**src/sv/ssm_pkg.sv**
```systemverilog
// Shared types and constants for the seed sequence mixer.
// No dependencies; imported by ssm_ctrl, ssm_datapath and seed_sequence_mixer.
package ssm_pkg;

	localparam int unsigned MAX_COUNT = 64;
	localparam int unsigned CNT_W     = $clog2(MAX_COUNT + 1);

	localparam logic [31:0] MUL_STEP = 32'h931e8875;
	localparam logic [31:0] MIX_A    = 32'hca01f9dd;
	localparam logic [31:0] MIX_B    = 32'h4973f715;
	localparam logic [31:0] MUL_INIT = 32'h43b0d7e5;

	typedef enum logic [1:0] {
		ACT_SEED   = 2'd0,
		ACT_DRAW32 = 2'd1,
		ACT_DRAW64 = 2'd2,
		ACT_NONE   = 2'd3
	} action_t;

	typedef enum logic [2:0] {
		ST_IDLE,
		ST_EMIT,
		ST_HXOR,
		ST_HMUL,
		ST_HFIN,
		ST_XMUL,
		ST_XSUB
	} state_t;

	// Controller to datapath commands
	typedef struct packed {
		logic       seed_load;
		logic       hash_start;
		logic       hash_prod;
		logic       hash_fin;
		logic       write_src;
		logic       cross_mul;
		logic       cross_wr;
		logic       emit;
		logic       emit_last;
		logic       wide;
		logic [1:0] pos;
		logic [1:0] src;
		logic [1:0] dst;
	} dp_cmd_t;

	// Datapath to controller status
	typedef struct packed {
		logic out_free;
	} dp_status_t;

endpackage

```
**src/sv/ssm_ctrl.sv**
```systemverilog
// Sequencer for the seed sequence mixer: accepts items, walks the hash schedule.
// Depends on ssm_pkg; drives ssm_datapath through dp_cmd_t.
module ssm_ctrl
	import ssm_pkg::*;
(
	input  logic             clk,
	input  logic             arst_n,
	input  logic             cmd_valid,
	input  logic [1:0]       action,
	input  logic [6:0]       count,
	output logic             cmd_stall,
	input  dp_status_t       status,
	output dp_cmd_t          cmd
);

	state_t           state_q, state_nx;
	logic [CNT_W-1:0] rem_q;
	logic [1:0]       pos_q, src_q, dst_q;
	logic             wide_q, final_q, cross_q;

	logic             accept;
	logic [CNT_W-1:0] cnt_sat;
	logic [2:0]       dst_inc, dst_nx;
	logic             dst_done;
	logic [1:0]       src_inc, first_dst_nx;
	logic [2:0]       pos_inc;
	logic             pos_wrap, emit_go, emit_end;

	assign accept    = cmd_valid && (state_q == ST_IDLE);
	assign cmd_stall = (state_q != ST_IDLE);

	// saturate the requested count
	always_comb begin
		if (count > 7'(MAX_COUNT)) begin
			cnt_sat = CNT_W'(MAX_COUNT);
		end else begin
			cnt_sat = CNT_W'(count);
		end
	end

	// next destination word, skipping the source word
	always_comb begin
		dst_inc = {1'b0, dst_q} + 3'd1;
		if (dst_inc[1:0] == src_q && !dst_inc[2]) begin
			dst_nx = dst_inc + 3'd1;
		end else begin
			dst_nx = dst_inc;
		end
		dst_done     = dst_nx[2];
		src_inc      = src_q + 2'd1;
		first_dst_nx = (src_inc == 2'd0) ? 2'd1 : 2'd0;
	end

	// emit bookkeeping
	assign pos_inc  = {1'b0, pos_q} + (wide_q ? 3'd2 : 3'd1);
	assign pos_wrap = pos_inc[2];
	assign emit_go  = (state_q == ST_EMIT) && status.out_free;
	assign emit_end = (rem_q == CNT_W'(1)) || pos_wrap;

	// next state
	always_comb begin
		state_nx = state_q;
		unique case (state_q)
			ST_IDLE: begin
				if (accept) begin
					unique case (action_t'(action))
						ACT_SEED:               state_nx = ST_HXOR;
						ACT_DRAW32, ACT_DRAW64: state_nx = (cnt_sat == '0) ? ST_HXOR : ST_EMIT;
						default:                state_nx = ST_IDLE;
					endcase
				end
			end
			ST_EMIT: begin
				if (emit_go && emit_end) begin
					state_nx = ST_HXOR;
				end
			end
			ST_HXOR: state_nx = ST_HMUL;
			ST_HMUL: state_nx = ST_HFIN;
			ST_HFIN: state_nx = cross_q ? ST_XMUL : ST_HXOR;
			ST_XMUL: state_nx = ST_XSUB;
			ST_XSUB: begin
				if (dst_done && src_q == 2'd3) begin
					if (rem_q != '0) begin
						state_nx = ST_EMIT;
					end else if (final_q) begin
						state_nx = ST_IDLE;
					end else begin
						state_nx = ST_HXOR;
					end
				end else begin
					state_nx = ST_HXOR;
				end
			end
			default: state_nx = ST_IDLE;
		endcase
	end

	// datapath commands
	always_comb begin
		cmd            = '0;
		cmd.seed_load  = accept && (action_t'(action) == ACT_SEED);
		cmd.hash_start = (state_q == ST_HXOR);
		cmd.hash_prod  = (state_q == ST_HMUL);
		cmd.hash_fin   = (state_q == ST_HFIN);
		cmd.write_src  = !cross_q;
		cmd.cross_mul  = (state_q == ST_XMUL);
		cmd.cross_wr   = (state_q == ST_XSUB);
		cmd.emit       = emit_go;
		cmd.emit_last  = (rem_q == CNT_W'(1));
		cmd.wide       = wide_q;
		cmd.pos        = pos_q;
		cmd.src        = src_q;
		cmd.dst        = dst_q;
	end

	// state and schedule counters
	always_ff @(posedge clk or negedge arst_n) begin
		if (!arst_n) begin
			state_q <= ST_IDLE;
			rem_q   <= '0;
			pos_q   <= '0;
			src_q   <= '0;
			dst_q   <= '0;
			wide_q  <= 1'b0;
			final_q <= 1'b0;
			cross_q <= 1'b0;
		end else begin
			state_q <= state_nx;
			unique case (state_q)
				ST_IDLE: begin
					src_q   <= 2'd0;
					cross_q <= 1'b0;
					pos_q   <= 2'd0;
					if (accept) begin
						wide_q <= (action_t'(action) == ACT_DRAW64);
						if (action_t'(action) == ACT_SEED) begin
							rem_q   <= '0;
							final_q <= 1'b1;
						end else begin
							rem_q   <= cnt_sat;
							final_q <= (cnt_sat == '0);
						end
					end
				end
				ST_EMIT: begin
					if (emit_go) begin
						rem_q <= rem_q - CNT_W'(1);
						pos_q <= pos_inc[1:0];
						src_q   <= 2'd0;
						cross_q <= 1'b0;
						// a wrap needs a block update before the closing one
						final_q <= !pos_wrap;
					end
				end
				ST_HFIN: begin
					if (!cross_q) begin
						if (src_q == 2'd3) begin
							cross_q <= 1'b1;
							src_q   <= 2'd0;
							dst_q   <= 2'd1;
						end else begin
							src_q <= src_inc;
						end
					end
				end
				ST_XSUB: begin
					if (!dst_done) begin
						dst_q <= dst_nx[1:0];
					end else if (src_q != 2'd3) begin
						src_q <= src_inc;
						dst_q <= first_dst_nx;
					end else begin
						// update finished
						src_q   <= 2'd0;
						cross_q <= 1'b0;
						if (rem_q == '0) begin
							final_q <= 1'b1;
						end
					end
				end
				default: begin
				end
			endcase
		end
	end

endmodule

```
**src/sv/ssm_datapath.sv**
```systemverilog
// Datapath of the seed sequence mixer: mixing words, multiplier, hash pipeline,
// result register. Depends on ssm_pkg; commanded by ssm_ctrl.
module ssm_datapath
	import ssm_pkg::*;
(
	input  logic        clk,
	input  logic        arst_n,
	input  dp_cmd_t     cmd,
	output dp_status_t  status,
	input  logic [31:0] seed_word0,
	input  logic [31:0] seed_word1,
	input  logic [31:0] seed_word2,
	input  logic [31:0] seed_word3,
	input  logic        res_stall,
	output logic        res_valid,
	output logic [63:0] word,
	output logic        last
);

	logic [31:0] words_q [4];
	logic [31:0] mult_q;
	logic [31:0] xor_q, pa_q, prod_q, hash_q, pb_q;
	logic [63:0] word_q;
	logic        last_q, valid_q;

	logic [31:0] hash_fold, diff, diff_fold;
	logic [1:0]  pos_hi;

	assign hash_fold = prod_q ^ {16'h0, prod_q[31:16]};
	assign diff      = pa_q - pb_q;
	assign diff_fold = diff ^ {16'h0, diff[31:16]};
	assign pos_hi    = cmd.pos | 2'd1;

	// mixing words and hash multiplier
	always_ff @(posedge clk or negedge arst_n) begin
		if (!arst_n) begin
			words_q <= '{default: 32'h0};
			mult_q  <= MUL_INIT;
		end else begin
			if (cmd.seed_load) begin
				words_q[0] <= seed_word0;
				words_q[1] <= seed_word1;
				words_q[2] <= seed_word2;
				words_q[3] <= seed_word3;
				mult_q     <= MUL_INIT;
			end
			if (cmd.hash_start) begin
				mult_q <= mult_q * MUL_STEP;
			end
			if (cmd.hash_fin && cmd.write_src) begin
				words_q[cmd.src] <= hash_fold;
			end
			if (cmd.cross_wr) begin
				words_q[cmd.dst] <= diff_fold;
			end
		end
	end

	// hash and cross-mix temporaries
	always_ff @(posedge clk) begin
		if (cmd.hash_start) begin
			xor_q <= words_q[cmd.src] ^ mult_q;
			pa_q  <= MIX_A * words_q[cmd.dst];
		end
		if (cmd.hash_prod) begin
			prod_q <= xor_q * mult_q;
		end
		if (cmd.hash_fin) begin
			hash_q <= hash_fold;
		end
		if (cmd.cross_mul) begin
			pb_q <= MIX_B * hash_q;
		end
	end

	// result register
	always_ff @(posedge clk) begin
		if (cmd.emit) begin
			word_q <= cmd.wide ? {words_q[pos_hi], words_q[cmd.pos]}
			                   : {32'h0, words_q[cmd.pos]};
			last_q <= cmd.emit_last;
		end
	end

	always_ff @(posedge clk or negedge arst_n) begin
		if (!arst_n) begin
			valid_q <= 1'b0;
		end else if (cmd.emit) begin
			valid_q <= 1'b1;
		end else if (!res_stall) begin
			valid_q <= 1'b0;
		end
	end

	assign status.out_free = !valid_q || !res_stall;
	assign res_valid       = valid_q;
	assign word            = word_q;
	assign last            = last_q;

endmodule

```
**src/sv/seed_sequence_mixer.sv**
```systemverilog
// Top level of the seed sequence mixer: controller plus datapath.
// Depends on ssm_pkg, ssm_ctrl and ssm_datapath.
//
// One item at a time: cmd_stall is high from acceptance until the item's
// work is done. Each state update is 16 hashes through one chained
// multiplier: 4 plain hashes (HXOR, HMUL, HFIN) and 12 cross-mixed ones
// (HXOR, HMUL, HFIN, XMUL, XSUB). A seed runs one state update. A draw of
// n words runs u + 1 updates, where u is the number of full blocks (n / 4
// for 32-bit, n / 2 for 64-bit draws). Action code 3 is dropped.
module seed_sequence_mixer
	import ssm_pkg::*;
(
	input  logic        clk,
	input  logic        arst_n,
	input  logic        cmd_valid,
	output logic        cmd_stall,
	input  logic [1:0]  action,
	input  logic [31:0] seed_word0,
	input  logic [31:0] seed_word1,
	input  logic [31:0] seed_word2,
	input  logic [31:0] seed_word3,
	input  logic [6:0]  count,
	output logic        res_valid,
	input  logic        res_stall,
	output logic [63:0] word,
	output logic        last
);

	dp_cmd_t    cmd;
	dp_status_t status;

	ssm_ctrl u_ctrl (
		.clk       (clk),
		.arst_n    (arst_n),
		.cmd_valid (cmd_valid),
		.action    (action),
		.count     (count),
		.cmd_stall (cmd_stall),
		.status    (status),
		.cmd       (cmd)
	);

	ssm_datapath u_dp (
		.clk        (clk),
		.arst_n     (arst_n),
		.cmd        (cmd),
		.status     (status),
		.seed_word0 (seed_word0),
		.seed_word1 (seed_word1),
		.seed_word2 (seed_word2),
		.seed_word3 (seed_word3),
		.res_stall  (res_stall),
		.res_valid  (res_valid),
		.word       (word),
		.last       (last)
	);

	// at most one datapath operation per cycle
	a_one_op: assert property (@(posedge clk) disable iff (!arst_n)
		$onehot0({cmd.seed_load, cmd.hash_start, cmd.hash_prod, cmd.hash_fin,
		          cmd.cross_mul, cmd.cross_wr, cmd.emit}))
		else $error("more than one datapath operation");

	// never overwrite an item still waiting on the result side
	a_emit_free: assert property (@(posedge clk) disable iff (!arst_n)
		cmd.emit |-> status.out_free)
		else $error("result register overwritten");

	// results appear only while a draw is in progress
	a_emit_busy: assert property (@(posedge clk) disable iff (!arst_n)
		$rose(res_valid) |-> $past(cmd_stall))
		else $error("result without an accepted draw");

endmodule
```
**config.mk**
```make
export PLATFORM = sky130hd
export DESIGN_NAME = seed_sequence_mixer
export DESIGN_NICKNAME = d
export VERILOG_FILES = /design/src/sv/ssm_pkg.sv /design/src/sv/ssm_ctrl.sv /design/src/sv/ssm_datapath.sv /design/src/sv/seed_sequence_mixer.sv
export SDC_FILE = /design/constraint.sdc
export NUM_CORES = 2
export LEC_CHECK = 0
export ABC_AREA = 1
export BUFFER_PORTS_ARGS = -buffer_cell sky130_fd_sc_hd__buf_2
export CORE_UTILIZATION = 50
export CTS_CLUSTER_SIZE = 25
export DETAILED_ROUTE_END_ITERATION = 12
export GPL_ROUTABILITY_DRIVEN = 0
export PLACE_DENSITY = 0.63
export SLEW_MARGIN = 5
export SYNTH_ARGS = -nofsm -noshare
export SYNTH_HDL_FRONTEND = slang
export SYNTH_HIERARCHICAL = 1
export SYNTH_SLANG_ARGS = --single-unit
```
**constraint.sdc**
```tcl
create_clock -name clk -period 19.1 [get_ports clk]
set_input_delay 3.82 -clock clk [delete_from_list [all_inputs] [get_ports clk]]
set_output_delay 3.82 -clock clk [all_outputs]
set_load 0.01 [all_outputs]
```
==> impl_metrics.py <==
metrics = {
    "outcome": {
        "status": "finished clean",
    },
    "clocking": {
        "post_cts_buffers": 0,
        "cts_buffer_depth": 3,
        "htreeDepth": 2,
        "postCtsHoldBufs": 0,
        "clock_latency_ns": 0.68,
        "numCtsBuffers": 50,
        "cts_sinks": 404,
        "cts_tree": "yes",
        "clk_pin_slew_ns": 0.07,
        "ctsResizeCount": 0,
        "cts_root_buf": "clkbuf_16",
    },
    "worst_setup_path": {
        "critical_path_class": "flip-flop to flip-flop",
        "critPathMaxFanout": 25,
        "max_stage_delay_ns": 1.04,
        "cp_top_family": "adder cells",
        "cpMaxStageDelayCell": "o221ai_1",
        "worst_setup_path_end_kind": "flip-flop",
        "required_ns": 19.54,
        "cp_num_buf_inv": 7,
        "worstSetupStartpoint": "u_ctrl/dst_q[0]",
        "regToRegStartpoint": "u_ctrl/dst_q[0]",
        "critPathLaunchType": "flip-flop",
        "critPathArrivalTime_ns": 8.88,
    },
    "finish": {
        "seq_area_sq_um": 11300,
        "fillers": 12096,
        "final_area_sq_um": 70300,
        "nNetsFinal": 9791,
        "multi_input_area_sq_um": 45700,
        "area_growth_pct": 7.05,
        "drive_gt1_frac": 0.0547,
    },
    "sta": {
        "skew_ns": 0.0338,
        "worst_pin_slew_ns": 1.28,
        "maxClockFrequency_mhz": 119,
        "grt_setup_unrepaired": "no",
        "min_period_ns": 8.44,
        "setup_viol": 0,
        "drv_slew": 0,
        "setup_tns_ns": 0,
        "period_share": 0.442,
        "relSlewSlack": 0.143,
        "hold_violations": 0,
    },
    "placement": {
        "port_buffers": 207,
        "dp_hpwl_um": 186000,
        "dpl-instance-area_sq_um": 68700,
    },
    "grt": {
        "grt_max_degree": 113,
        "antenna_found_initial": 6,
        "grt_pass1_vias": 55010,
        "grt_pass1_wl_um": 345000,
        "grt_use_total": 0.354,
        "grt.overflow.total": 0,
    },
    "logic_synthesis": {
        "synth_fa_ha_area_frac": 0.450,
        "synth.most_common_cell": "inv_1",
        "yosys_warnings": 6,
        "postSynthAreaPerCell_sq_um": 8.46,
        "synth_top_area_cell": "fa_1",
        "synth_ff_type": "edfxtp_1",
        "async_flop_share": 0.443,
        "synth.yosys.seq_area_share": 0.171,
        "synth_xor_area_frac": 0.0285,
        "synth_cell_types": 61,
        "ys_top_cells_by_area": "fa_1 (30%), ha_1 (15%), inv_1 (12%)",
        "synth_edf_count": 225,
        "synth.top_cell.area_share": 0.298,
        "ys_seq_elements": 404,
        "synthCells": 7768,
        "synth_compound_area_frac": 0.0848,
        "synthSimpleGateAreaFrac": 0.128,
        "synth_area_sq_um": 65700,
        "synth_common_cells": "inv_1 (2105), nand2_1 (1448), fa_1 (977)",
        "synth_top_family_by_area": "adder cells",
        "synth_mux_area_frac": 0.00152,
    },
    "drt": {
        "ant_nets": 0,
        "vias": 54347,
        "drt-initial-drc-count": 6168,
        "drc": 0,
        "drt_pre_antenna_iters": 7,
        "wl_um": 231000,
        "viasPerCell": 5.63,
        "wl_per_cell_um": 23.9,
    },
    "worst_hold_path": {
        "holdCritPathClass": "flip-flop to flip-flop",
        "min_from": "u_ctrl/final_q",
    },
    "die": {
        "coreArea_sq_um": 130000,
        "dieArea_sq_um": 133000,
        "die_w_um": 364,
        "initial_utilization": 0.505,
        "die_height_um": 364,
        "io_pins": 208,
        "num_rows": 132,
    },
    "run": {
        "maxCapViolCount": 0,
    },
}
## state kept, by name, indices dropped and copies added, names as in the netlist, 2 cells and up
signal	cells
u_ctrl/dst_q	2
u_ctrl/pos_q	2
u_ctrl/rem_q	7
u_ctrl/src_q	2
u_ctrl/state_q	3
u_dp/hash_q	32
u_dp/mult_q	31
u_dp/pa_q	32
u_dp/pb_q	32
u_dp/prod_q	32
u_dp/word	64
u_dp/words_q	128
u_dp/xor_q	32
## path summary, 6_finish.rpt
| path | end | slack [ns] | depth (start not counted) |
|---|---|---|---|
| min in group asynchronous | u_dp/res_valid | 3.18 | 1 |
| setup reg to reg | u_dp/pa_q[31] | 10.66 | 28 |
| hold / removal | u_ctrl/final_q | 0.52 | 2 |
| max in group asynchronous | u_dp/mult_q[3] | 14.47 | 2 |
| hold reg to reg | u_ctrl/final_q | 0.52 | 2 |
| setup / recovery | u_dp/pa_q[31] | 10.66 | 28 |
## area by class of cell
class | instances | area share
diodes | 1 | 0.0000356
clock buffers | 60 | 0.0186
clock inverters | 33 | 0.00495
inverters | 2116 | 0.113
multi-input cells | 5018 | 0.649
flip-flops and latches | 404 | 0.160
well taps | 1742 | 0.0310
repair buffers | 283 | 0.0231
## tightest hold or removal path, delay by kind of cell, from the launching register on
| family | cells | cell delay [ns] |
|---|---|---|
| DFF | 1 | 0.36 |
| and+or+nand+nor | 2 | 0.13 |
## cell families after synthesis
kind of cell | count (synthesis)
xor gates and xnor gates | 214
muxes | 10
DFF | 404
other | 2
and+or+nand+nor | 2089
adders and majority gates | 1777
buffers and inverters | 2356
AOI/OAI and AO/OA | 916
## through the flow
| stage | utilization | hold WS (ns) | instances | worst slack (ns) |
|---|---|---|---|---|
| 2_1_floorplan | - | 0.449 | 7778 | 12.06 |
| 3_3_place_gp | 0.528 | 0.471 | 9563 | 10.89 |
| 3_5_place_dp | 0.528 | 0.495 | 9563 | 10.76 |
| 4_1_cts | 0.541 | 0.508 | 9656 | 10.78 |
| 5_1_grt | 0.541 | 0.551 | 9656 | 10.40 |
| 6_report | 0.541 | 0.522 | 9657 | 10.66 |
## placed cells by master, fill, tap and decap left out, types with 159 or more instances in the layout
cell type  instances
nand3_1          226
fa_1             977
ha_1             800
o21ai_0          259
nand2_1         1447
nor2_1           302
buf_2            206
dfrtp_1          159
inv_1           2101
a21oi_1          239
edfxtp_1         225
## layer usage
layer  share of wire  GRT usage  up-vias  routed length (um)
li1                -          -    24059                   -
met1            0.38      0.457    26507               88300
met2            0.43      0.540     3096               99500
met3            0.12      0.104      677               28500
met4           0.064      0.180        8               14800
met5         0.00022          0        -                  50
Power is left out: the tool's default activity adds up to more than one toggle a clock period on the data nets, which glitch-free logic cannot reach.
